[config.mk]
export PLATFORM = sky130hd
export DESIGN_NAME = sts_front
export DESIGN_NICKNAME = d
export VERILOG_FILES = /design/src/hdl/sts_pkg.sv /design/src/hdl/sts_front.sv
export SDC_FILE = /design/constraint.sdc
export NUM_CORES = 1
export LEC_CHECK = 0
export BUFFER_PORTS_ARGS = -buffer_cell sky130_fd_sc_hd__buf_4
export CAP_MARGIN = 20
export CORE_ASPECT_RATIO = 1.1
export CORE_MARGIN = 4
export CORE_UTILIZATION = 40
export DETAILED_ROUTE_END_ITERATION = 16
export SYNTH_ARGS = -nofsm -noshare
export SYNTH_HDL_FRONTEND = slang
export SYNTH_SLANG_ARGS = --single-unit
[constraint.sdc]
create_clock -name clk -period 17.3 [get_ports clk]
set_input_delay 0.865 -clock clk [delete_from_list [all_inputs] [get_ports clk]]
set_output_delay 0.865 -clock clk [all_outputs]
set_load 0.02 [all_outputs]
[src/hdl/sts_pkg.sv]
// Shared types and constants for the Taylor-series sine block.
// Fixed-point constants, reciprocal factorial table, queue item and status types.
// No dependencies.
`default_nettype none

package sts_pkg;

  // Q8.56 angle constants
  localparam logic [63:0] PI_Q56         = 64'h03243F6A8885A309;
  localparam logic [63:0] HALF_PI_Q56    = PI_Q56 >> 1;
  localparam logic [63:0] THREE_HALF_Q56 = PI_Q56 + HALF_PI_Q56;
  localparam logic [63:0] TWO_PI_Q56     = PI_Q56 << 1;

  localparam logic [30:0] ONE_Q30 = 31'h40000000;

  // quotient of |angle| / 2pi is at most 20, so five restoring steps
  localparam int RED_STEPS = 5;
  localparam int MAX_TERMS = 20;

  // round(2^32 / ((2k)(2k+1))) for k = 1..19, index 0 unused
  localparam logic [29:0] RECIP [MAX_TERMS] = '{
    30'd0,
    30'd715827883, 30'd214748365, 30'd102261126, 30'd59652324,
    30'd39045157,  30'd27531842,  30'd20452225,  30'd15790321,
    30'd12558384,  30'd10226113,  30'd8488078,   30'd7158279,
    30'd6118187,   30'd5289369,   30'd4618244,   30'd4067204,
    30'd3609216,   30'd3224450,   30'd2898089
  };

  typedef struct packed {
    logic        neg;
    logic [30:0] t30;
  } item_t;

  typedef struct packed {
    logic empty;
    logic full;
  } q_stat_t;

endpackage

`default_nettype wire

[src/hdl/sts_front.sv]
// Front end: accepts angles, takes the magnitude, reduces modulo 2pi and folds
// into [0, pi/2] with a sign, producing queue items. Depends on sts_pkg.
`default_nettype none

module sts_front (
  input  logic                clk,
  input  logic                rst_n,
  input  logic                in_valid,
  output logic                in_stall,
  input  logic signed [31:0]  in_angle,
  input  sts_pkg::q_stat_t    q_stat,
  output logic                push,
  output sts_pkg::item_t      push_item
);
  import sts_pkg::*;

  typedef struct packed {
    logic        v;
    logic        neg;
    logic [63:0] x;
  } red_t;

  typedef struct packed {
    logic        v;
    logic        neg;
    logic [56:0] t;
  } fold_t;

  logic   en;
  red_t   s0_r, s0_nxt;
  red_t   rs_r  [RED_STEPS];
  red_t   rs_nxt[RED_STEPS];
  red_t   red_in[RED_STEPS];
  fold_t  fd_r, fd_nxt;
  logic   tv_r;
  item_t  ti_r, ti_nxt;

  assign en        = !(tv_r && q_stat.full);
  assign in_stall  = !en;
  assign push      = tv_r && !q_stat.full;
  assign push_item = ti_r;

  always_comb begin
    logic [31:0] mag;
    mag        = in_angle[31] ? (~in_angle + 32'd1) : in_angle;
    s0_nxt.v   = in_valid;
    s0_nxt.neg = in_angle[31];
    s0_nxt.x   = {mag, 32'b0};
  end

  assign red_in[0] = s0_r;

  for (genvar i = 0; i < RED_STEPS; i++) begin : g_red
    localparam logic [63:0] DIV = TWO_PI_Q56 << (RED_STEPS - 1 - i);
    if (i > 0) begin : g_link
      assign red_in[i] = rs_r[i-1];
    end
    always_comb begin
      rs_nxt[i]   = red_in[i];
      if (red_in[i].x >= DIV) begin
        rs_nxt[i].x = red_in[i].x - DIV;
      end
    end
  end

  always_comb begin
    logic [63:0] r;
    logic [63:0] t;
    r          = rs_r[RED_STEPS-1].x;
    fd_nxt.v   = rs_r[RED_STEPS-1].v;
    fd_nxt.neg = rs_r[RED_STEPS-1].neg;
    if (r < HALF_PI_Q56) begin
      t = r;
    end else if (r < PI_Q56) begin
      t = PI_Q56 - r;
    end else if (r < THREE_HALF_Q56) begin
      t          = r - PI_Q56;
      fd_nxt.neg = !rs_r[RED_STEPS-1].neg;
    end else begin
      t          = TWO_PI_Q56 - r;
      fd_nxt.neg = !rs_r[RED_STEPS-1].neg;
    end
    fd_nxt.t = t[56:0];
  end

  always_comb begin
    logic [56:0] s;
    s          = fd_r.t + 57'd33554432;
    ti_nxt.neg = fd_r.neg;
    ti_nxt.t30 = s[56:26];
  end

  always_ff @(posedge clk) begin
    if (!rst_n) begin
      s0_r.v <= 1'b0;
      fd_r.v <= 1'b0;
      tv_r   <= 1'b0;
      for (int i = 0; i < RED_STEPS; i++) begin
        rs_r[i].v <= 1'b0;
      end
    end else if (en) begin
      s0_r <= s0_nxt;
      fd_r <= fd_nxt;
      tv_r <= fd_r.v;
      ti_r <= ti_nxt;
      for (int i = 0; i < RED_STEPS; i++) begin
        rs_r[i] <= rs_nxt[i];
      end
    end
  end

endmodule

`default_nettype wire

=== Word-level counts from Yosys, hierarchy flattened ===
Memories as Yosys holds them, arrays and structs flattened.
Cells that the tools add are included.

* $add $sub $neg: 10
* $lt $le $gt $ge: 8
* Muxes and demuxes: 20
* Bitwise gates (word level): 7
* Reductions and logical operators: 5

{| class="wikitable"
|+ Operator list
! kind !! count
|-
| $mux W64 || 5
|-
| $mux W57 || 3
|-
| $ge A64 B59 Y1 const B || 1
|-
| $ge A64 B60 Y1 const B || 1
|-
| $ge A64 B61 Y1 const B || 1
|-
| $ge A64 B62 Y1 const B || 1
|-
| $ge A64 B63 Y1 const B || 1
|-
| $lt A64 B57 Y1 const B || 1
|-
| $lt A64 B58 Y1 const B || 1
|-
| $lt A64 B59 Y1 const B || 1
|-
| $sub A64 B59 Y64 const B || 1
|-
| $sub A64 B60 Y64 const B || 1
|-
| $sub A64 B61 Y64 const B || 1
|-
| $sub A64 B62 Y64 const B || 1
|-
| $sub A64 B63 Y64 const B || 1
|-
| $add A57 B26 Y57 const B || 1
|-
| $sub A55 B57 Y57 const A || 1
|-
| $sub A57 B57 Y57 const A || 1
|-
| $sub A57 B57 Y57 const B || 1
|-
| $add A32 B1 Y32 const B || 1
|-
| $not A32 Y32 || 1
|-
| $mux W31 || 1
|-
| $mux W1 || 11
|-
| $or A1 B1 Y1 || 5
|-
| 4 further kinds || 6
|}

* Bits in registers: 126
* RAM bits: 330
* Bits of input ports: 37
* Memories: 1

{| class="wikitable"
|+ Memory list
! memory !! depth !! width !! read ports !! clocked after Yosys merged registers in !! write ports !! RTL line !! RTL
|-
| rs_r || 5 || 66 || 5 || 0 || 5 || sts_front.sv:31 || <nowiki>red_t rs_r [RED_STEPS];</nowiki>
|}

=== Longest topological paths before layout ===
Gate-level depths: netlist of run 1.

* Depth after elaboration: 5
* Mapped depth: 15
* Depth with buffers taken out: 12

=== Worst setup path after synthesis of run 1 ===
No wires, ideal clock.

* Kind: in2reg
* Start point: input q_stat[0] in the netlist's numbering
* End point: memory rs_r[0][86] in the netlist's numbering, data pin
* Setup time: 0.192 ns
* Arrival time: 12.177 ns
* Required time: 17.108 ns
* Slack: 4.931 ns
* Stages on the path: 6
* Buffers on the path: 1
* Cells stage by stage: nand2_1 -> nand2_1 -> inv_1 -> clkbuf_1 -> nand2_1 -> nor2_1

{| class="wikitable"
|+ RTL lines
! what !! RTL line !! RTL
|-
| start: declaration || sts_front.sv:11 || <nowiki>input sts_pkg::q_stat_t q_stat,</nowiki>
|-
| end: declaration || sts_front.sv:31 ||
|}

==> metrics.md, run 1 <==
| Metric | Value |
|---|---|
| Clock sink count | 368 |
| Area of the multi-input gates | approximately 10000 µm² |
| Core area | 54700 µm² |
| Final net count | around 2300 |
| First-pass GRT wire length | 74.3 mm |
| Row count | 90 |
| FFs w/ async S/R, synth | 0 |
| # diodes | 0 |
| Final Setup Violations | 0 |
| Die Y-Extent | between 200 and 300 µm |
| Adder-cell share of the synthesized area | 0.00737 |
| Largest family of logic cells by synthesized area | simple AND/OR/NAND/NOR gates |
| Dominant cell type by area after synthesis | edfxtp_1 |
| Post-DP HPWL | 32.5 mm |
| Register share of total power | 0.485 |
| Most frequent cell after synthesis | edfxtp_1 |
| Initial core utilization | 0.403 |
| Final Core Density | 0.447 |
| Slew margin rel. | 0.243 |
| Hold_sp | fd_r[57]$_DFFE_PP_ |
| RD Place Congestion | between 0.9 and 1 |
| Complex-gate fraction of the synthesized area | 0.143 |
| Root buffer cell | clkbuf_16 |
| PortBufs | ~70 |
| Sequential share of the synthesized area | 0.500 |
| Die W | roughly 230 µm |
| Sw Ratio | 0.275 |
| Number of synthesized flops with an enable pin | around 370 |
| Status | completed |
| Min Tclk post-route | approximately 4200 ps |
| Die area | 59000 µm² |
| Max Cap Violations | 0 |
| Setup CP Type | register to register |
| CP Data Required Time | approximately 18000 ps |
| Setup_tns | 0 ps |
| Overflow after GRT | 0 |
| Fillers | approximately 5200 |
| Worst Hold Path EP | push_item[31]$_DFFE_PP_ |
| Worst r2r dst | rs_r[0][192]$_DFFE_PP_ |
| R2R Setup Slk | 13120 ps |
| Residual DRC count | 0 |
| Synth cell types | 79 |
| Largest net degree at the start of global routing | between 150 and 200 |
| Peak supply drop | 0.0000634 V |
| Tcrit/Tclk final | 0.241 |
| Vias in the first global route | around 16000 |
| CTS max path bufs | 3 |
| Min-Delay Path Class | register to register |
| Hold depth | 0 |
| Final Slew Violations | 0 |
| Wirelength per Cell | around 15 µm |
| Register bit count reported by yosys | around 370 |
| Hold buffer count at cts | 0 |
| Total via count in the routed design | 16100 |
| Mux share of post-synthesis cell area | 0.00437 |
| Net load switching power | 0.000688 W |
| Final cell count without fillers | a little over 3000 |
| Cell count after placement | 2960 |
| Leak | slightly below 9 nW |
| Reg2reg start | rs_r[0][97]$_DFFE_PP_ |
| Iter 0 DRT Violations | roughly 950 |
| Top cell type's share of synthesized area | 0.497 |
| Post-synthesis xor/xnor area fraction | 0.111 |
| Worst r2r path cells | 12 |
| Clock slew at reported path FFs | about 60 ps |
| CP Capture Type | register |
| CTS Buf Count | 41 |
| Post-CTS sizing | 0 |
| Mapped Nets | roughly 2300 |
| Area growth from synthesis to layout | 11.0% |
| H-tree depth | 2 |
| Synth Area per Inst | 9.73 µm² |
| Antenna-violating nets left | 0 |
| Total setup buffers inserted after CTS | 0 |
| RSZ-0062 raised after global routing | false |
| Share of layout cells above drive strength 1 | 0.0801 |
| Top_reg_cell synth | edfxtp_1 |
| Critical Path Start Type | register |
| GRT Overall Usage | 0.149 |
| Measured slew at the worst slew-check pin | roughly 1100 ps |
| FMAX | approximately 240 MHz |
| Worst-Skew Late Latency | between 500 and 600 ps |
| Synth cell count leaders | edfxtp_1, nor2_1, nand2_1 |
| Cell-internal power | 0.00182 W |
| DR vias/cell | between 5 and 6 |
| Initial antenna violation count | 0 |
| Clock share of power | 0.336 |
| Dpl ws | between 10000 and 15000 ps |
| DRT Wirelength | roughly 45 mm |
| CTS tree | built |
| Crit path max fanout | 20 |
| Sequential Area | between 10000 and 15000 µm² |
| Setup Skew | roughly 26 ps |
| Final worst slack | 13120 ps |
| Synth Cell Area | about 22000 µm² |
| Power Density | between 100 and 150 nW/µm² |
| TritonRoute pass-1 iters | 5 |
| Gate power share | 0.179 |
| Synth area leaders | edfxtp_1, xnor2_1, nor2_1 |
| WP data arrival | ~4400 ps |
| Final hold violations | 0 |
| Post-Syn Instances | around 2300 |
| YS warnings | 0 |
| Post-Synth Simple-Gate Area | 0.207 |
| Top-Level Pins | between 70 and 80 |
==> flip-flops by register name, indices dropped and copies added, names as in the netlist <==
register and cells:
red_in 34, push_item 32, fd_r 34, tv_r 1
rs_r 267
==> power by group through the flow <==
stage	Sequential, W	Combinational (W)	Clock, W
detailed placement	0.00123	0.000450	0
CTS	0.00121	0.000451	0.000875
floorplan	0.00121	0.000367	0
global route	0.00123	0.000508	0.000909
finish	0.00121	0.000449	0.000842
global placement	0.00123	0.000441	0
==> critical path, stage by stage, from the launching register on <==
cell	delay (ps)
edfxtp_1	660
inv_1	280
ha_1	300
or4b_1	480
o21bai_1	180
a21o_1	150
a21o_1	110
a21oi_1	120
o211ai_1	350
and2_1	680
o311ai_0	340
xor2_1	190
nor2_1	50
==> metal layers <==
layer	global-route usage	wire length, µm	vias to the layer above	part of all wire
met4	0.0880	2430	0	0.054
met2	0.284	23400	293	0.52
met5	0	0	-	0
met1	0.157	17900	7365	0.40
li1	-	-	8255	-
met3	0.0204	1470	137	0.032
==> logic make-up after synthesis <==
family,count (synthesis)
AND/OR/NAND/NOR,951
AO/OA/AOI/OAI,485
flip-flops,368
XOR/XNOR,279
buffers and inverters,162
adder cells (fa/ha/maj),13
multiplexers,9
==> how the worst max path moves through the flow <==
stage | start | cells past startpoint | end
6_report | rs_r[0][97]$_DFFE_PP_ | 12 | rs_r[0][192]$_DFFE_PP_
3_5_place_dp | q_stat[0] | 6 | push_item[30]$_DFFE_PP_
3_3_place_gp | q_stat[0] | 6 | push_item[30]$_DFFE_PP_
2_1_floorplan | q_stat[0] | 6 | rs_r[0][86]$_DFFE_PP_
5_1_grt | rs_r[0][97]$_DFFE_PP_ | 12 | rs_r[0][192]$_DFFE_PP_
4_1_cts | rs_r[0][97]$_DFFE_PP_ | 12 | rs_r[0][192]$_DFFE_PP_
==> layout make-up <==
cell class | instances | area share
Inverter | 38 | 0.00613
Clock inverter | 13 | 0.00577
Multi-Input combinational cell | 1737 | 0.426
Timing Repair Buffer | 83 | 0.0276
Sequential cell | 368 | 0.450
Tap cell | 736 | 0.0376
Clock buffer | 59 | 0.0472
==> stage by stage <==
stage / power, W / hold slack [ps] / area (µm²)
global placement: 0.00167 / 409 / 23100
CTS: 0.00254 / 424 / 24400
global route: 0.00264 / 445 / 24500
finish: 0.00250 / 421 / 24500
detailed placement: 0.00168 / 408 / 23100
floorplan: 0.00158 / 400 / 22100
==> placed cells by master (no fill, tap or decap), types with 8 or more instances in the layout <==
| cell | n |
|---|---|
| o21ai_0 | 109 |
| a21o_1 | 23 |
| nand2_1 | 188 |
| o31ai_1 | 25 |
| o21bai_1 | 12 |
| o21ai_1 | 14 |
| or4_1 | 24 |
| xor2_1 | 117 |
| nand2b_1 | 24 |
| o41ai_1 | 8 |
| o211ai_1 | 14 |
| a211oi_1 | 23 |
| nor3_1 | 76 |
| nor4_1 | 29 |
| a31oi_1 | 18 |
| and3_1 | 41 |
| a21boi_0 | 8 |
| and2_1 | 18 |
| nand3_1 | 63 |
| buf_4 | 80 |
| or3_1 | 54 |
| a21oi_1 | 131 |
| nor2b_1 | 17 |
| clkbuf_1 | 14 |
| o21a_1 | 28 |
| xnor2_1 | 162 |
| nor2_1 | 343 |
| ha_1 | 13 |
| edfxtp_1 | 365 |
| clkbuf_16 | 43 |
| or2_2 | 17 |
| inv_1 | 37 |
| nand4_1 | 24 |
No activity file was read; power rests on OpenSTA's default activity.
==> run 2, diff against run 1 <==
==> constraint.sdc (replaced) <==
create_clock -name clk -period 3.35 [get_ports clk]
set_input_delay 0.1675 -clock clk [delete_from_list [all_inputs] [get_ports clk]]
set_output_delay 0.1675 -clock clk [all_outputs]
set_load 0.02 [all_outputs]
==> metrics.md, run 2 (same netlist as run 1, synthesis figures left out) <==
| Metric | Value |
|---|---|
| GR Layer Usage met2 | 0.311 |
| TritonRoute pass-1 iters | 5 |
| Setup Skew | approximately 15 ps |
| Status | completed |
| Min Tclk post-route | about 3300 ps |
| PortBufs | 69 |
| Max Cap Violations | 0 |
| Wirelength per Cell | 14.6 µm |
| Min-Delay Path Class | primary input to register |
| Final hold violations | 0 |
| Residual DRC count | 0 |
| Met3 Usage GRT | 0.0232 |
| Total via count in the routed design | around 17000 |
| DRT Wirelength | 46.6 mm |
| Largest register FFs | between 200 and 300 |
| Area growth from synthesis to layout | 18.0% |
| Top-Level Pins | roughly 70 |
| Core area | between 50000 and 60000 µm² |
| Tcrit/Tclk final | 0.982 |
| Dpl ws | -2.15 ps |
| Final Setup Violations | 0 |
| Overflow after GRT | 0 |
| Leak | roughly 9.5 nW |
| Initial antenna violation count | 0 |
| # diodes | 0 |
| Vias in the first global route | approximately 16000 |
| Fillers | 5139 |
| Post-DP HPWL | around 35 mm |
| Antenna-violating nets left | 0 |
| DR vias/cell | between 5 and 6 |
| Die Y-Extent | approximately 250 µm |
| Row count | 90 |
| GRT busiest layer | met2 |
| Crit path max fanout | 4 |
| WP data arrival | around 3600 ps |
| Largest net degree at the start of global routing | roughly 180 |
| Critical Path Start Type | primary input |
| Commonest non-fill, non-tap cell in the layout | edfxtp_1 |
| Design Area, Final | between 20000 and 30000 µm² |
| Final Slew Violations | 0 |
| Setup CP Type | primary input to register |
| CTS Buf Count | 41 |
| Setup_tns | 0 ps |
| Final net count | approximately 2500 |
| Peak supply drop | ~0.00029 V |
| Met1 GRT Util | 0.162 |
| Final worst slack | a little under 60 ps |
| FMAX | just over 300 MHz |
| RD Place Congestion | between 0.8 and 0.9 |
| Clock slew at reported path FFs | roughly 60 ps |
| CP Capture Type | register |
| Root buffer cell | clkbuf_16 |
| Power Density | 498 nW/µm² |
| H-tree depth | 2 |
| Worst-Skew Late Latency | 550 ps |
| Most frequent cells in the layout | edfxtp_1, nor2_1, buf_4, nand2_1, xnor2_1 |
| CTS tree | built |
| CTS max path bufs | 3 |
| RSZ-0062 raised after global routing | false |
| Initial core utilization | 0.403 |
| WHS | just over 20 ps |
| CP Data Required Time | around 3700 ps |
| Measured slew at the worst slew-check pin | between 1000 and 1500 ps |
| Final Core Density | 0.476 |
| First-pass GRT wire length | just under 80 mm |
| Clock sink count | approximately 370 |
| Slew margin rel. | 0.251 |
| Die W | 232 µm |
| Share of layout cells above drive strength 1 | 0.138 |
| GRT Overall Usage | 0.156 |
| Placed Area | 24300 µm² |
| Reg with most FFs | rs_r |
| Die area | approximately 59000 µm² |
| Iter 0 DRT Violations | roughly 800 |
==> run 2: changes by cell type in the layout (fill, tap and decap cells not counted), moves of 7 or more <==
cell           delta
buf_4           +115
dlygate4sd3_1    +33
buf_12           +12
clkinv_1         +10
clkbuf_1          -7
==> run 2: layout make-up <==
class / count / area [µm²] / area share
flip-flops and latches: 368 / 11000 / 0.423
multi-input cells: 1737 / 10600 / 0.408
clock inverters: 22 / 154 / 0.00591
inverters: 38 / 155 / 0.00596
clock buffers: 48 / 1050 / 0.0404
well taps: 736 / 921 / 0.0354
repair buffers: 246 / 2120 / 0.0813
==> run 2: per-stage QoR <==
stage          power [W]  std cells
2_1_floorplan    0.00808       2267
3_3_place_gp     0.00884       3090
3_5_place_dp     0.00890       3090
4_1_cts           0.0131       3197
5_1_grt           0.0137       3195
6_report          0.0130       3195
==> run 2: path summary, 6_finish.rpt <==
path,from,end,slack [ps],cells after the start
worst max-delay path,in_angle[4],red_in[318]$_DFFE_PP_,60,9
worst min-delay path,in_angle[0],red_in[296]$_DFFE_PP_,20,1
worst max register to register,rs_r[0][206]$_DFFE_PP_,rs_r[0][276]$_DFFE_PP_,140,12
worst min register to register,fd_r[57]$_DFFE_PP_,push_item[31]$_DFFE_PP_,420,0
==> run 2: timing repair <==
item	CTS	global route
endpoints found under the hold margin	35	0
pin swaps	1	11
setup endpoints to repair	6	81
hold buffers	37	0
buffers inserted	0	3
gates resized for setup	2	48
==> run 2: worst max-delay path: stages <==
cell	delay, ps
dlygate4sd3_1	530
buf_4	140
or3_4	340
or4_4	530
or3_4	410
or4_4	560
o31ai_4	260
xnor2_1	90
dlygate4sd3_1	540
==> run 2: where the power goes <==
part / leakage (nW) / internal [W] / switching (W)
clock network: 0.589 / 0.00238 / 0.00170
registers: 3.72 / 0.00573 / 0.000459
logic: 5.24 / 0.00125 / 0.00144
==> run 2: metal layers <==
layer | share of wire | vias up
met1 | 0.38 | 7631
li1 | - | 8567
met4 | 0.045 | 0
met3 | 0.031 | 105
met5 | 0 | -
met2 | 0.54 | 239
