### config.mk
export PLATFORM = sky130hd
export DESIGN_NAME = sts_queue
export DESIGN_NICKNAME = d
export VERILOG_FILES = /design/src/hdl/sts_pkg.sv /design/src/hdl/sts_queue.sv
export SDC_FILE = /design/constraint.sdc
export NUM_CORES = 1
export LEC_CHECK = 0
export ABC_CLOCK_PERIOD_IN_PS = 1600
export BUFFER_PORTS_ARGS = -buffer_cell sky130_fd_sc_hd__buf_4
export CAP_MARGIN = 25
export CORE_ASPECT_RATIO = 0.75
export CORE_UTILIZATION = 30
export DETAILED_ROUTE_END_ITERATION = 8
export SLEW_MARGIN = 20
export SYNTH_ARGS = -nofsm -noshare
export SYNTH_HDL_FRONTEND = slang
export SYNTH_SLANG_ARGS = --single-unit
export TNS_END_PERCENT = 100
### constraint.sdc
create_clock -name clk -period 1.6 [get_ports clk]
set_input_delay 0.08 -clock clk [delete_from_list [all_inputs] [get_ports clk]]
set_output_delay 0.08 -clock clk [all_outputs]
set_load 0.005 [all_outputs]
### src/hdl/sts_pkg.sv
// Shared types and constants for the Taylor-series sine block.
// Fixed-point constants, reciprocal factorial table, queue item and status types.
// No dependencies.
`default_nettype none

package sts_pkg;

  // Q8.56 angle constants
  localparam logic [63:0] PI_Q56         = 64'h03243F6A8885A309;
  localparam logic [63:0] HALF_PI_Q56    = PI_Q56 >> 1;
  localparam logic [63:0] THREE_HALF_Q56 = PI_Q56 + HALF_PI_Q56;
  localparam logic [63:0] TWO_PI_Q56     = PI_Q56 << 1;

  localparam logic [30:0] ONE_Q30 = 31'h40000000;

  // quotient of |angle| / 2pi is at most 20, so five restoring steps
  localparam int RED_STEPS = 5;
  localparam int MAX_TERMS = 20;

  // round(2^32 / ((2k)(2k+1))) for k = 1..19, index 0 unused
  localparam logic [29:0] RECIP [MAX_TERMS] = '{
    30'd0,
    30'd715827883, 30'd214748365, 30'd102261126, 30'd59652324,
    30'd39045157,  30'd27531842,  30'd20452225,  30'd15790321,
    30'd12558384,  30'd10226113,  30'd8488078,   30'd7158279,
    30'd6118187,   30'd5289369,   30'd4618244,   30'd4067204,
    30'd3609216,   30'd3224450,   30'd2898089
  };

  typedef struct packed {
    logic        neg;
    logic [30:0] t30;
  } item_t;

  typedef struct packed {
    logic empty;
    logic full;
  } q_stat_t;

endpackage

`default_nettype wire

### src/hdl/sts_queue.sv
// Short request queue between front and back ends.
// Register-based FIFO with a fill count. Depends on sts_pkg.
`default_nettype none

module sts_queue #(
  parameter int DEPTH = 4
) (
  input  logic             clk,
  input  logic             rst_n,
  input  logic             push,
  input  sts_pkg::item_t   push_item,
  input  logic             pop,
  output sts_pkg::item_t   pop_item,
  output sts_pkg::q_stat_t q_stat
);
  import sts_pkg::*;

  localparam int PW = $clog2(DEPTH);
  localparam int CW = $clog2(DEPTH + 1);

  item_t         mem_r [DEPTH];
  logic [PW-1:0] wptr_r, rptr_r;
  logic [CW-1:0] cnt_r;

  assign pop_item     = mem_r[rptr_r];
  assign q_stat.empty = (cnt_r == '0);
  assign q_stat.full  = (cnt_r == CW'(DEPTH));

  always_ff @(posedge clk) begin
    if (push) begin
      mem_r[wptr_r] <= push_item;
    end
  end

  always_ff @(posedge clk) begin
    if (!rst_n) begin
      wptr_r <= '0;
      rptr_r <= '0;
      cnt_r  <= '0;
    end else begin
      if (push) begin
        wptr_r <= (wptr_r == PW'(DEPTH - 1)) ? '0 : wptr_r + PW'(1);
      end
      if (pop) begin
        rptr_r <= (rptr_r == PW'(DEPTH - 1)) ? '0 : rptr_r + PW'(1);
      end
      if (push && !pop) begin
        cnt_r <= cnt_r + CW'(1);
      end else if (pop && !push) begin
        cnt_r <= cnt_r - CW'(1);
      end
    end
  end

endmodule

`default_nettype wire

## Word-level counts from Yosys, hierarchy flattened

Memories as Yosys holds them, arrays and structs flattened. A register that Yosys moved wholly into a read port is not among the register bits.
Index checks and enable logic that the tools add are counted.

- Memory bits (writable): 128
- Logic and storage cells: 25
- Input bits: 36
- Memories: 1
- Register bits after elaboration: 7

- $add $sub $neg: 4
- Reductions and logical operators: 6
- Muxes and demuxes: 8
- Equality and inequality tests: 3

Memories:

| memory | depth | bits a word | rd ports | clocked after memory_dff | wr ports | RTL line | text |
|---|---|---|---|---|---|---|---|
| mem_r | 4 | 32 | 1 | 1 | 1 | sts_queue.sv:21 | `item_t mem_r [DEPTH];` |

Operator list:

| kind | count |
|---|---|
| 2-bit 2-to-1 mux | 4 |
| 3-bit 2-to-1 mux | 2 |
| 2-bit by 1-bit adder with 2-bit output (second input constant) | 2 |
| 2-bit equality test (second input constant) | 2 |
| 3-bit by 1-bit adder with 3-bit output (second input constant) | 1 |
| 3-bit equality test (second input constant) | 1 |
| 3-bit logical NOT | 1 |
| 3-bit by 1-bit subtractor with 3-bit output (second input constant) | 1 |
| 1-bit logical AND | 2 |
| 1-bit logical NOT | 2 |
| 1-bit 2-to-1 mux | 2 |
| 2-bit nonzero test | 1 |

## Depth between registers and ports, before layout

Gate-level depths: netlist of run 1.

- Word-level depth: 4
- Depth in mapped cells: 7
- Gate-level depth less buffers: 7

## Worst setup path before layout of run 1

Ideal clock, no wire load.

- Kind: reg-to-reg
- Start: register wptr_r[0]
- End: memory mem_r[3][0] (netlist name) (enable)
- Clock period less this slack: 1.733 ns
- Library setup time: 0.392 ns
- Slack: -0.133 ns
- Cell stages (with the launch flop): 3
- Arrival time: 1.341 ns
- Data required time: 1.208 ns
- Cell sequence: dfxtp_1 ha_1 and2_1

RTL lines:

| element | RTL line | text |
|---|---|---|
| start: declaration | sts_queue.sv:22 | `logic [PW-1:0] wptr_r, rptr_r;` |
| start signal: assignment | sts_queue.sv:42 | `wptr_r <= (wptr_r == PW'(DEPTH - 1)) ? '0 : wptr_r + PW'(1);` |
| end: declaration | sts_queue.sv:21 |  |

Straight into the memory's write port.

==> results.toml, run 1 <==
[status]
status = "complete, but fails checks"
failed_checks = "DRC, setup timing"

[cts]
cts_buffer_depth = 2
clkSinkCount = 137
path_clk_slew_ns = 0.05
numCtsBuffers = 17
cts_tree = "done"
cts-root-buf = "clkbuf_16"
cts-htree-levels = 4
insertion_delay_ns = 0.40

[timing]
tightest_slew_ns = 0.366
drv_slew = 0
skew_ns = 0.00825
slew_headroom_pct = 75.6
finalHoldViolCount = 0
fin_ws_ns = -0.198
rsz0062_at_grt = "yes"
finalSetupViolCount = 32
finalCritPeriodShare_pct = 112
min_period_ns = 1.80
clock.fmax_ghz = 0.556

[critical_path]
worst-endpoint-required_ns = 1.52
critPathBufInv = 3
critical_path_class = "reg2out"
start_kind = "flip-flop"
slowest_stage = "mux4_2"
r2r_cells = 4
critPathMostFrequentCell = "buf_12"
crit_arrival_ns = 1.72
critPathCaptureType = "primary output"
slowest_delay_ns = 0.54
path_max_fanout = 8
crit_chain = "buf_12 > buf_12 > mux4_2 > buf_6"
path_depth = 4
crit_family = "multiplexers"

[logic_synthesis]
synth_nets = 254
avgSynthCellArea_sq_um = 24.2
synthCells = 211
yosys_warnings = 0
netlist_area_sq_um = 5120
ys_seq_elements = 137
synth.distinct_cells = 22
ys_seq_area_share_pct = 78.7

[route]
drc_errors = 3
dr.first_iter.drc_count = 103
ant_nets = 0
routed_wl_um = 9890
viasPerCell = 4.36
dr_total_vias = 2481
wl_per_cell_um = 17.4
first_pass_iters = 6

[placement]
dpl_cell_area_sq_um = 5950
numPortBuffers = 69
dpl.hpwl_um = 5790
gp_congestion = 0.655

[grt]
grt.overflow.total = 0
track_usage_pct = 12.4
grt_pass1_vias = 2848
grt_pass1_wl_um = 15700
grt_max_degree = 23
antenna_found_initial = 0

[layout]
fin_nets = 390
drive_above_1_share_pct = 43.2
final_common_cell = "edfxtp_1"
fin_util_pct = 43.2
fillers = 1461
final_cell_mix = "128 x edfxtp_1, 65 x buf_4, 35 x dlygate4sd3_1"
area_growth_pct = 37.8
n_antenna_cell = 0
finalInstanceArea_sq_um = 7050

[power]
switchingPower_uw = 1850
leakage_uw = 0.00247
ir_drop_mv = 0.606
p_seq_share_pct = 47.3
power_density_nw_per_um2 = 1250
swShare_pct = 21.1
pwr-share-clk_pct = 41.9
p_comb_share_pct = 10.8
internal_power_uw = 6930

[floorplan]
core.rowCount = 40
initial_core_util_pct = 31.4
die_h_um = 115
core-area_sq_um = 16300
dieArea_sq_um = 17600
die_w_um = 153
io_pins = 70

[worst_hold_path]
min-delay-path-class = "in2reg"
min_path_cells = 3

[run]
maxCapViolations = 0
-- Yosys cell counts --
master	instances	area [sq um]
edfxtp_1	128	3840
mux4_2	30	676
dfxtp_1	9	180
ha_1	6	75.1
and2_1	5	31.3
nor2b_1	5	31.3
inv_1	4	15.0
mux2i_1	4	40.0
buf_12	3	60.1
buf_2	3	15.0
mux4_1	2	52.6
nor3_1	2	10.0
a21boi_0	1	7.51
buf_6	1	11.3
fa_1	1	20.0
nor2_1	1	3.75
nor3b_1	1	7.51
o21a_1	1	7.51
o21ai_0	1	5.00
or3_1	1	6.26
xnor2_1	1	8.76
xor2_1	1	8.76
-- logic make-up (layout without fill, tap and decap cells) --
logic type               after synthesis  in the layout  synth area share [%]
XOR/XNOR                               2              2                 0.342
AND/OR/NAND/NOR                       15             15                  1.76
buffers and inverters                 11            159                  1.98
multiplexers                          36             36                  15.0
adder cells (fa/ha/maj)                7              7                  1.86
AO/OA/AOI/OAI                          3              3                 0.391
flip-flops                           137            137                  78.7
-- metrics by stage --
| step | hold slack, ns | std cells | total power [uW] | setup WS [ns] | setup TNS (ns) |
|---|---|---|---|---|---|
| 6_report | 0.0487 | 569 | 8780 | -0.198 | -5.43 |
| 5_1_grt | 0.0434 | 569 | 9140 | -0.259 | -7.67 |
| 4_1_cts | 0.0426 | 569 | 8920 | -0.219 | -6.41 |
| 3_5_place_dp | 0.286 | 495 | 5030 | 0.0117 | 0 |
| 3_3_place_gp | 0.280 | 495 | 5000 | 0.0533 | 0 |
| 2_1_floorplan | 0.179 | 211 | 4610 | 0.190 | 0 |
-- final cells by class --
class / count / area (sq um) / area share, %
clock inverter: 13 / 131 / 1.86
multi-input combinational: 63 / 988 / 14.0
sequential: 137 / 4030 / 57.2
timing repair buffer: 124 / 1190 / 16.9
inverter: 4 / 15.0 / 0.213
clock buffer: 18 / 429 / 6.09
tap: 210 / 263 / 3.73
-- worst reg2reg max path, stage by stage, from the launching register on --
cell      delay [ns]
dfxtp_1         0.35
fa_1            0.44
xor2_1          0.16
or3_1           0.31
a21boi_0        0.16
-- worst paths after layout --
path         startpoint            to  slack (ns)
max reg2reg    cnt_r[0]      cnt_r[2]        0.12
max           flip-flop  pop_item[28]       -0.20
min reg2reg    cnt_r[2]      cnt_r[2]        0.52
min                 pop     rptr_r[1]        0.05
-- repair_timing --
item                                    CTS  global route
pin swaps                                 0             0
hold endpoints to repair                135             0
resized for setup                        25             3
hold buffers                             35             0
setup buffers                             5             1
endpoints found under the setup margin   32            32
cloned                                    3             0
-- power by group through the flow --
stage / sequential [uW] / clock (uW) / combinational (uW)
6_report: 4160 / 3680 / 946
5_1_grt: 4170 / 3940 / 1040
4_1_cts: 4160 / 3780 / 979
3_5_place_dp: 4230 / 0 / 795
3_3_place_gp: 4220 / 0 / 783
2_1_floorplan: 4210 / 0 / 394
-- flip-flops by register name (all words and copies together) (netlist names), named ones only --
register  count
cnt_r         3
mem_r       128
wptr_r        2
rptr_r        2
-- metal layers --
| layer | up-vias | wire length (um) | GRT usage [%] |
|---|---|---|---|
| met5 | - | 0 | 0 |
| met4 | 0 | 80 | 4.65 |
| met3 | 9 | 331 | 3.51 |
| met2 | 48 | 4940 | 21.1 |
| met1 | 1274 | 4530 | 15.2 |
| li1 | 1150 | - | - |
(Power assumes the default switching activity.)
==> inputs of run 2 (changes only) <==
--- a/config.mk
+++ b/config.mk
@@ -11,6 +11,7 @@
 export CORE_ASPECT_RATIO = 0.75
 export CORE_UTILIZATION = 30
 export DETAILED_ROUTE_END_ITERATION = 8
+export PLACE_DENSITY = 0.45
 export SLEW_MARGIN = 20
 export SYNTH_ARGS = -nofsm -noshare
 export SYNTH_HDL_FRONTEND = slang
==> results.toml, run 2 (synthesis results as in run 1) <==
[route]
wl_per_cell_um = 17.6
routed_wl_um = 9900
viasPerCell = 4.43
first_pass_iters = 8
drc_errors = 3
ant_nets = 0
dr.first_iter.drc_count = 88
dr_total_vias = 2492

[layout]
regMostFlops = "mem_r"
largestRegisters = "mem_r: 128 flops, cnt_r: 3 flops"
area_growth_pct = 38.1
final_common_cell = "edfxtp_1"
fin_cells = 562
fin_util_pct = 43.3
largest_reg_flops = 128
fin_nets = 383
final_cell_mix = "128 x edfxtp_1, 48 x buf_4, 33 x dlygate4sd3_1"
drive_above_1_share_pct = 41.5
n_antenna_cell = 0

[status]
failed_checks = "DRC, setup timing"
status = "complete, but fails checks"

[cts]
cts-root-buf = "clkbuf_16"
numCtsBuffers = 17
clkSinkCount = 137
path_clk_slew_ns = 0.05
insertion_delay_ns = 0.41
cts_buffer_depth = 2
cts-htree-levels = 4
cts_tree = "done"

[critical_path]
critical_path_class = "reg2out"
crit_arrival_ns = 1.71
path_max_fanout = 5
start_kind = "flip-flop"
worst-endpoint-required_ns = 1.52
critPathCaptureType = "primary output"

[timing]
skew_ns = 0.00648
finalCritPeriodShare_pct = 112
rsz0062_at_grt = "yes"
min_period_ns = 1.79
fin_ws_ns = -0.194
drv_slew = 0
finalSetupViolCount = 32
slew_headroom_pct = 76.9
tightest_slew_ns = 0.346
clock.fmax_ghz = 0.557
finalHoldViolCount = 0

[grt]
grt.overflow.total = 0
grt_pass1_wl_um = 15300
grt_pass1_vias = 2671
track_usage_pct = 12.4
antenna_found_initial = 0
grt_max_degree = 33

[floorplan]
die_h_um = 115
io_pins = 70
core.rowCount = 40
initial_core_util_pct = 31.4
dieArea_sq_um = 17600
core-area_sq_um = 16300
die_w_um = 153

[placement]
numPortBuffers = 69
dpl.cell_count = 495
dpl_worst_slack_ns = 0.0148
dpl.hpwl_um = 5990
gp_congestion = 0.650

[worst_hold_path]
min-delay-path-class = "in2reg"

[power]
power_density_nw_per_um2 = 1270
leakage_uw = 0.00247
ir_drop_mv = 0.573
total_power_uw = 9010

[run]
maxCapViolations = 0
## run 2: changes by cell type in the layout (fill, tap and decap cells not counted), sizes merged
cell         before  now
bufinv            2    4
clkinv            8    7
dlygate4sd3      35   33
buf              89   84
clkbuf           18   20
clkinvlp          3    0
## run 2: worst paths after layout
check	startpoint	to	slack, ns	cells past startpoint
worst max-delay path	flip-flop	pop_item[27]	-0.19	4
worst min-delay path	push	wptr_r[0]	0.02	3
worst max register to register	cnt_r[0]	cnt_r[2]	0.11	4
worst min register to register	cnt_r[2]	cnt_r[2]	0.53	2
## run 2: cell type report
type                            count  area, sq um
Clock buffer                       20          437
Timing Repair Buffer              117         1180
Sequential cell                   137         4030
Inverter                            4         15.0
Clock inverter                     11          154
Tap cell                          210          263
Fill cell                        1441         9250
Multi-Input combinational cell     63          988
## run 2: repair_timing
action,4_1_cts,5_1_grt
resized for setup,36,0
hold buffers,33,0
endpoints found under the setup margin,32,32
gates cloned,2,0
hold endpoints to repair,135,0
buffers inserted,1,0
## run 2: layer usage
| metal | vias to the layer above | wire [um] | track usage, % |
|---|---|---|---|
| li1 | 1134 | - | - |
| met1 | 1290 | 4700 | 16.3 |
| met2 | 62 | 4640 | 18.8 |
| met3 | 6 | 494 | 4.98 |
| met4 | 0 | 73 | 4.24 |
| met5 | - | 0 | 0 |
## run 2: critical path: stages (launching register included)
cell,delay [ns]
dfxtp_4,0.40
buf_12,0.13
buf_16,0.12
mux4_2,0.50
buf_6,0.14
## run 2: report_power, final
part           internal, uW  switching, uW  leakage, uW
Combinational           569            385     0.000928
Clock                  2570           1320     0.000288
Sequential             4100           57.5      0.00125
## run 2: stage by stage
| step | hold WS (ns) | area (sq um) | setup TNS (ns) |
|---|---|---|---|
| 6_report | 0.0207 | 7070 | -4.26 |
| 5_1_grt | 0.0195 | 7070 | -6.37 |
| 4_1_cts | 0.00392 | 7070 | -5.37 |
| 3_5_place_dp | 0.284 | 5960 | 0 |
| 3_3_place_gp | 0.283 | 5960 | 0 |
| 2_1_floorplan | 0.179 | 5120 | 0 |
==> inputs of run 3 (changes only) <==
--- a/config.mk
+++ b/config.mk
@@ -12,6 +12,7 @@
 export CORE_UTILIZATION = 30
 export DETAILED_ROUTE_END_ITERATION = 8
 export PLACE_DENSITY = 0.45
+export SKIP_LAST_GASP = 1
 export SLEW_MARGIN = 20
 export SYNTH_ARGS = -nofsm -noshare
 export SYNTH_HDL_FRONTEND = slang
==> results.toml, run 3 (synthesis results as in run 1) <==
[status]
status = "complete, but fails checks"
failed_checks = "DRC, setup timing"

[critical_path]
start_kind = "flip-flop"
critical_path_class = "reg2out"
path_max_fanout = 5
worst-endpoint-required_ns = 1.52
critPathCaptureType = "primary output"
crit_arrival_ns = 1.71

[cts]
numCtsBuffers = 17
cts_tree = "done"
clkSinkCount = 137
path_clk_slew_ns = 0.05
cts-root-buf = "clkbuf_16"
cts-htree-levels = 4
insertion_delay_ns = 0.41
cts_buffer_depth = 2

[floorplan]
die_h_um = 115
io_pins = 70
initial_core_util_pct = 31.4
die_w_um = 153
core-area_sq_um = 16300
core.rowCount = 40
dieArea_sq_um = 17600

[placement]
dpl.cell_count = 495
dpl_cell_area_sq_um = 5960
gp_congestion = 0.650
dpl.hpwl_um = 5990
numPortBuffers = 69

[route]
wl_per_cell_um = 17.6
drc_errors = 3
routed_wl_um = 9910
wl_met1_um = 4690
dr.first_iter.drc_count = 103
first_pass_iters = 8
ant_nets = 0
highest_layer = "met4"
dr_total_vias = 2496
wl_met2_um = 4630
wl_met3_um = 528
viasPerCell = 4.44

[timing]
rsz0062_at_grt = "yes"
slew_headroom_pct = 76.9
tightest_slew_ns = 0.346
finalSetupViolCount = 32
finalHoldViolCount = 0
drv_slew = 0
tns_ns = -4.36
min_period_ns = 1.79
hold_ws_ns = 0.0214
finalCritPeriodShare_pct = 112
skew_ns = 0.00656
clock.fmax_ghz = 0.557
fin_ws_ns = -0.194

[layout]
largestRegisters = "mem_r: 128 flops, cnt_r: 3 flops"
fin_util_pct = 42.9
multi_input_area_sq_um = 992
regMostFlops = "mem_r"
register_area_sq_um = 4030
largest_reg_flops = 128
fillers = 1445
drive_above_1_share_pct = 41.2
fin_cells = 562
finalInstanceArea_sq_um = 7000
final_cell_mix = "128 x edfxtp_1, 66 x buf_4, 33 x dlygate4sd3_1"
area_growth_pct = 36.9
final_common_cell = "edfxtp_1"
fin_nets = 383
n_antenna_cell = 0

[power]
leakage_uw = 0.00245
ir_drop_mv = 0.572
power_density_nw_per_um2 = 1280

[grt]
antenna_found_initial = 0
grt_pass1_vias = 2650
grt_pass1_wl_um = 15200
track_usage_pct = 12.4
grt.overflow.total = 0
grt_max_degree = 33

[worst_hold_path]
min-delay-path-class = "in2reg"

[run]
maxCapViolations = 0
==> run 3: cell types whose count changed in the layout (fill, tap and decap cells not counted) <==
| cell | delta |
|---|---|
| buf_4 | +18 |
| buf_6 | -18 |
| mux4_1 | +1 |
| mux4_2 | -1 |
==> run 3: worst paths after layout <==
check	endpoint	cells past startpoint	slack (ns)	start
worst max register to register	cnt_r[2]	4	0.11	cnt_r[0]
worst min-delay path	wptr_r[0]	3	0.02	push
worst min register to register	cnt_r[2]	2	0.53	cnt_r[2]
worst max-delay path	pop_item[27]	4	-0.19	flip-flop
==> run 3: layer usage <==
layer	track usage, %	vias to the layer above
met2	18.7	60
met5	0	-
li1	-	1135
met3	5.05	7
met4	4.24	0
met1	16.3	1294
==> run 3: timing repair <==
item                                    4_1_cts  5_1_grt
gates resized for setup                      12        5
endpoints found under the setup margin       32       32
hold buffers                                 33        0
setup buffers                                 1        0
hold endpoints to repair                    135        0
gates cloned                                  2        0
==> run 3: area by class of cell <==
class / instances / area share, %
sequential: 137 / 57.5
timing repair buffer: 117 / 15.9
multi-input combinational: 63 / 14.2
clock buffer: 20 / 6.24
tap: 210 / 3.75
clock inverter: 11 / 2.20
inverter: 4 / 0.214
==> run 3: where the power goes <==
| part | internal, uW | switching [uW] | total, uW |
|---|---|---|---|
| logic | 533 | 373 | 906 |
| clock network | 2570 | 1320 | 3890 |
| registers | 4100 | 57.5 | 4160 |
| total | 7200 | 1750 | 8960 |
==> run 3: critical path, stage by stage (launching register included) <==
cell and delay [ns]:
dfxtp_4 0.40, buf_12 0.13, buf_16 0.12, mux4_2 0.50, buf_6 0.14
==> run 3: stage by stage <==
step / worst slack, ns / power, uW
after CTS: -0.231 / 9090
after global placement: 0.0614 / 5010
after floorplan: 0.190 / 4610
after global routing: -0.259 / 9330
final: -0.194 / 8960
after detailed placement: 0.0148 / 5030
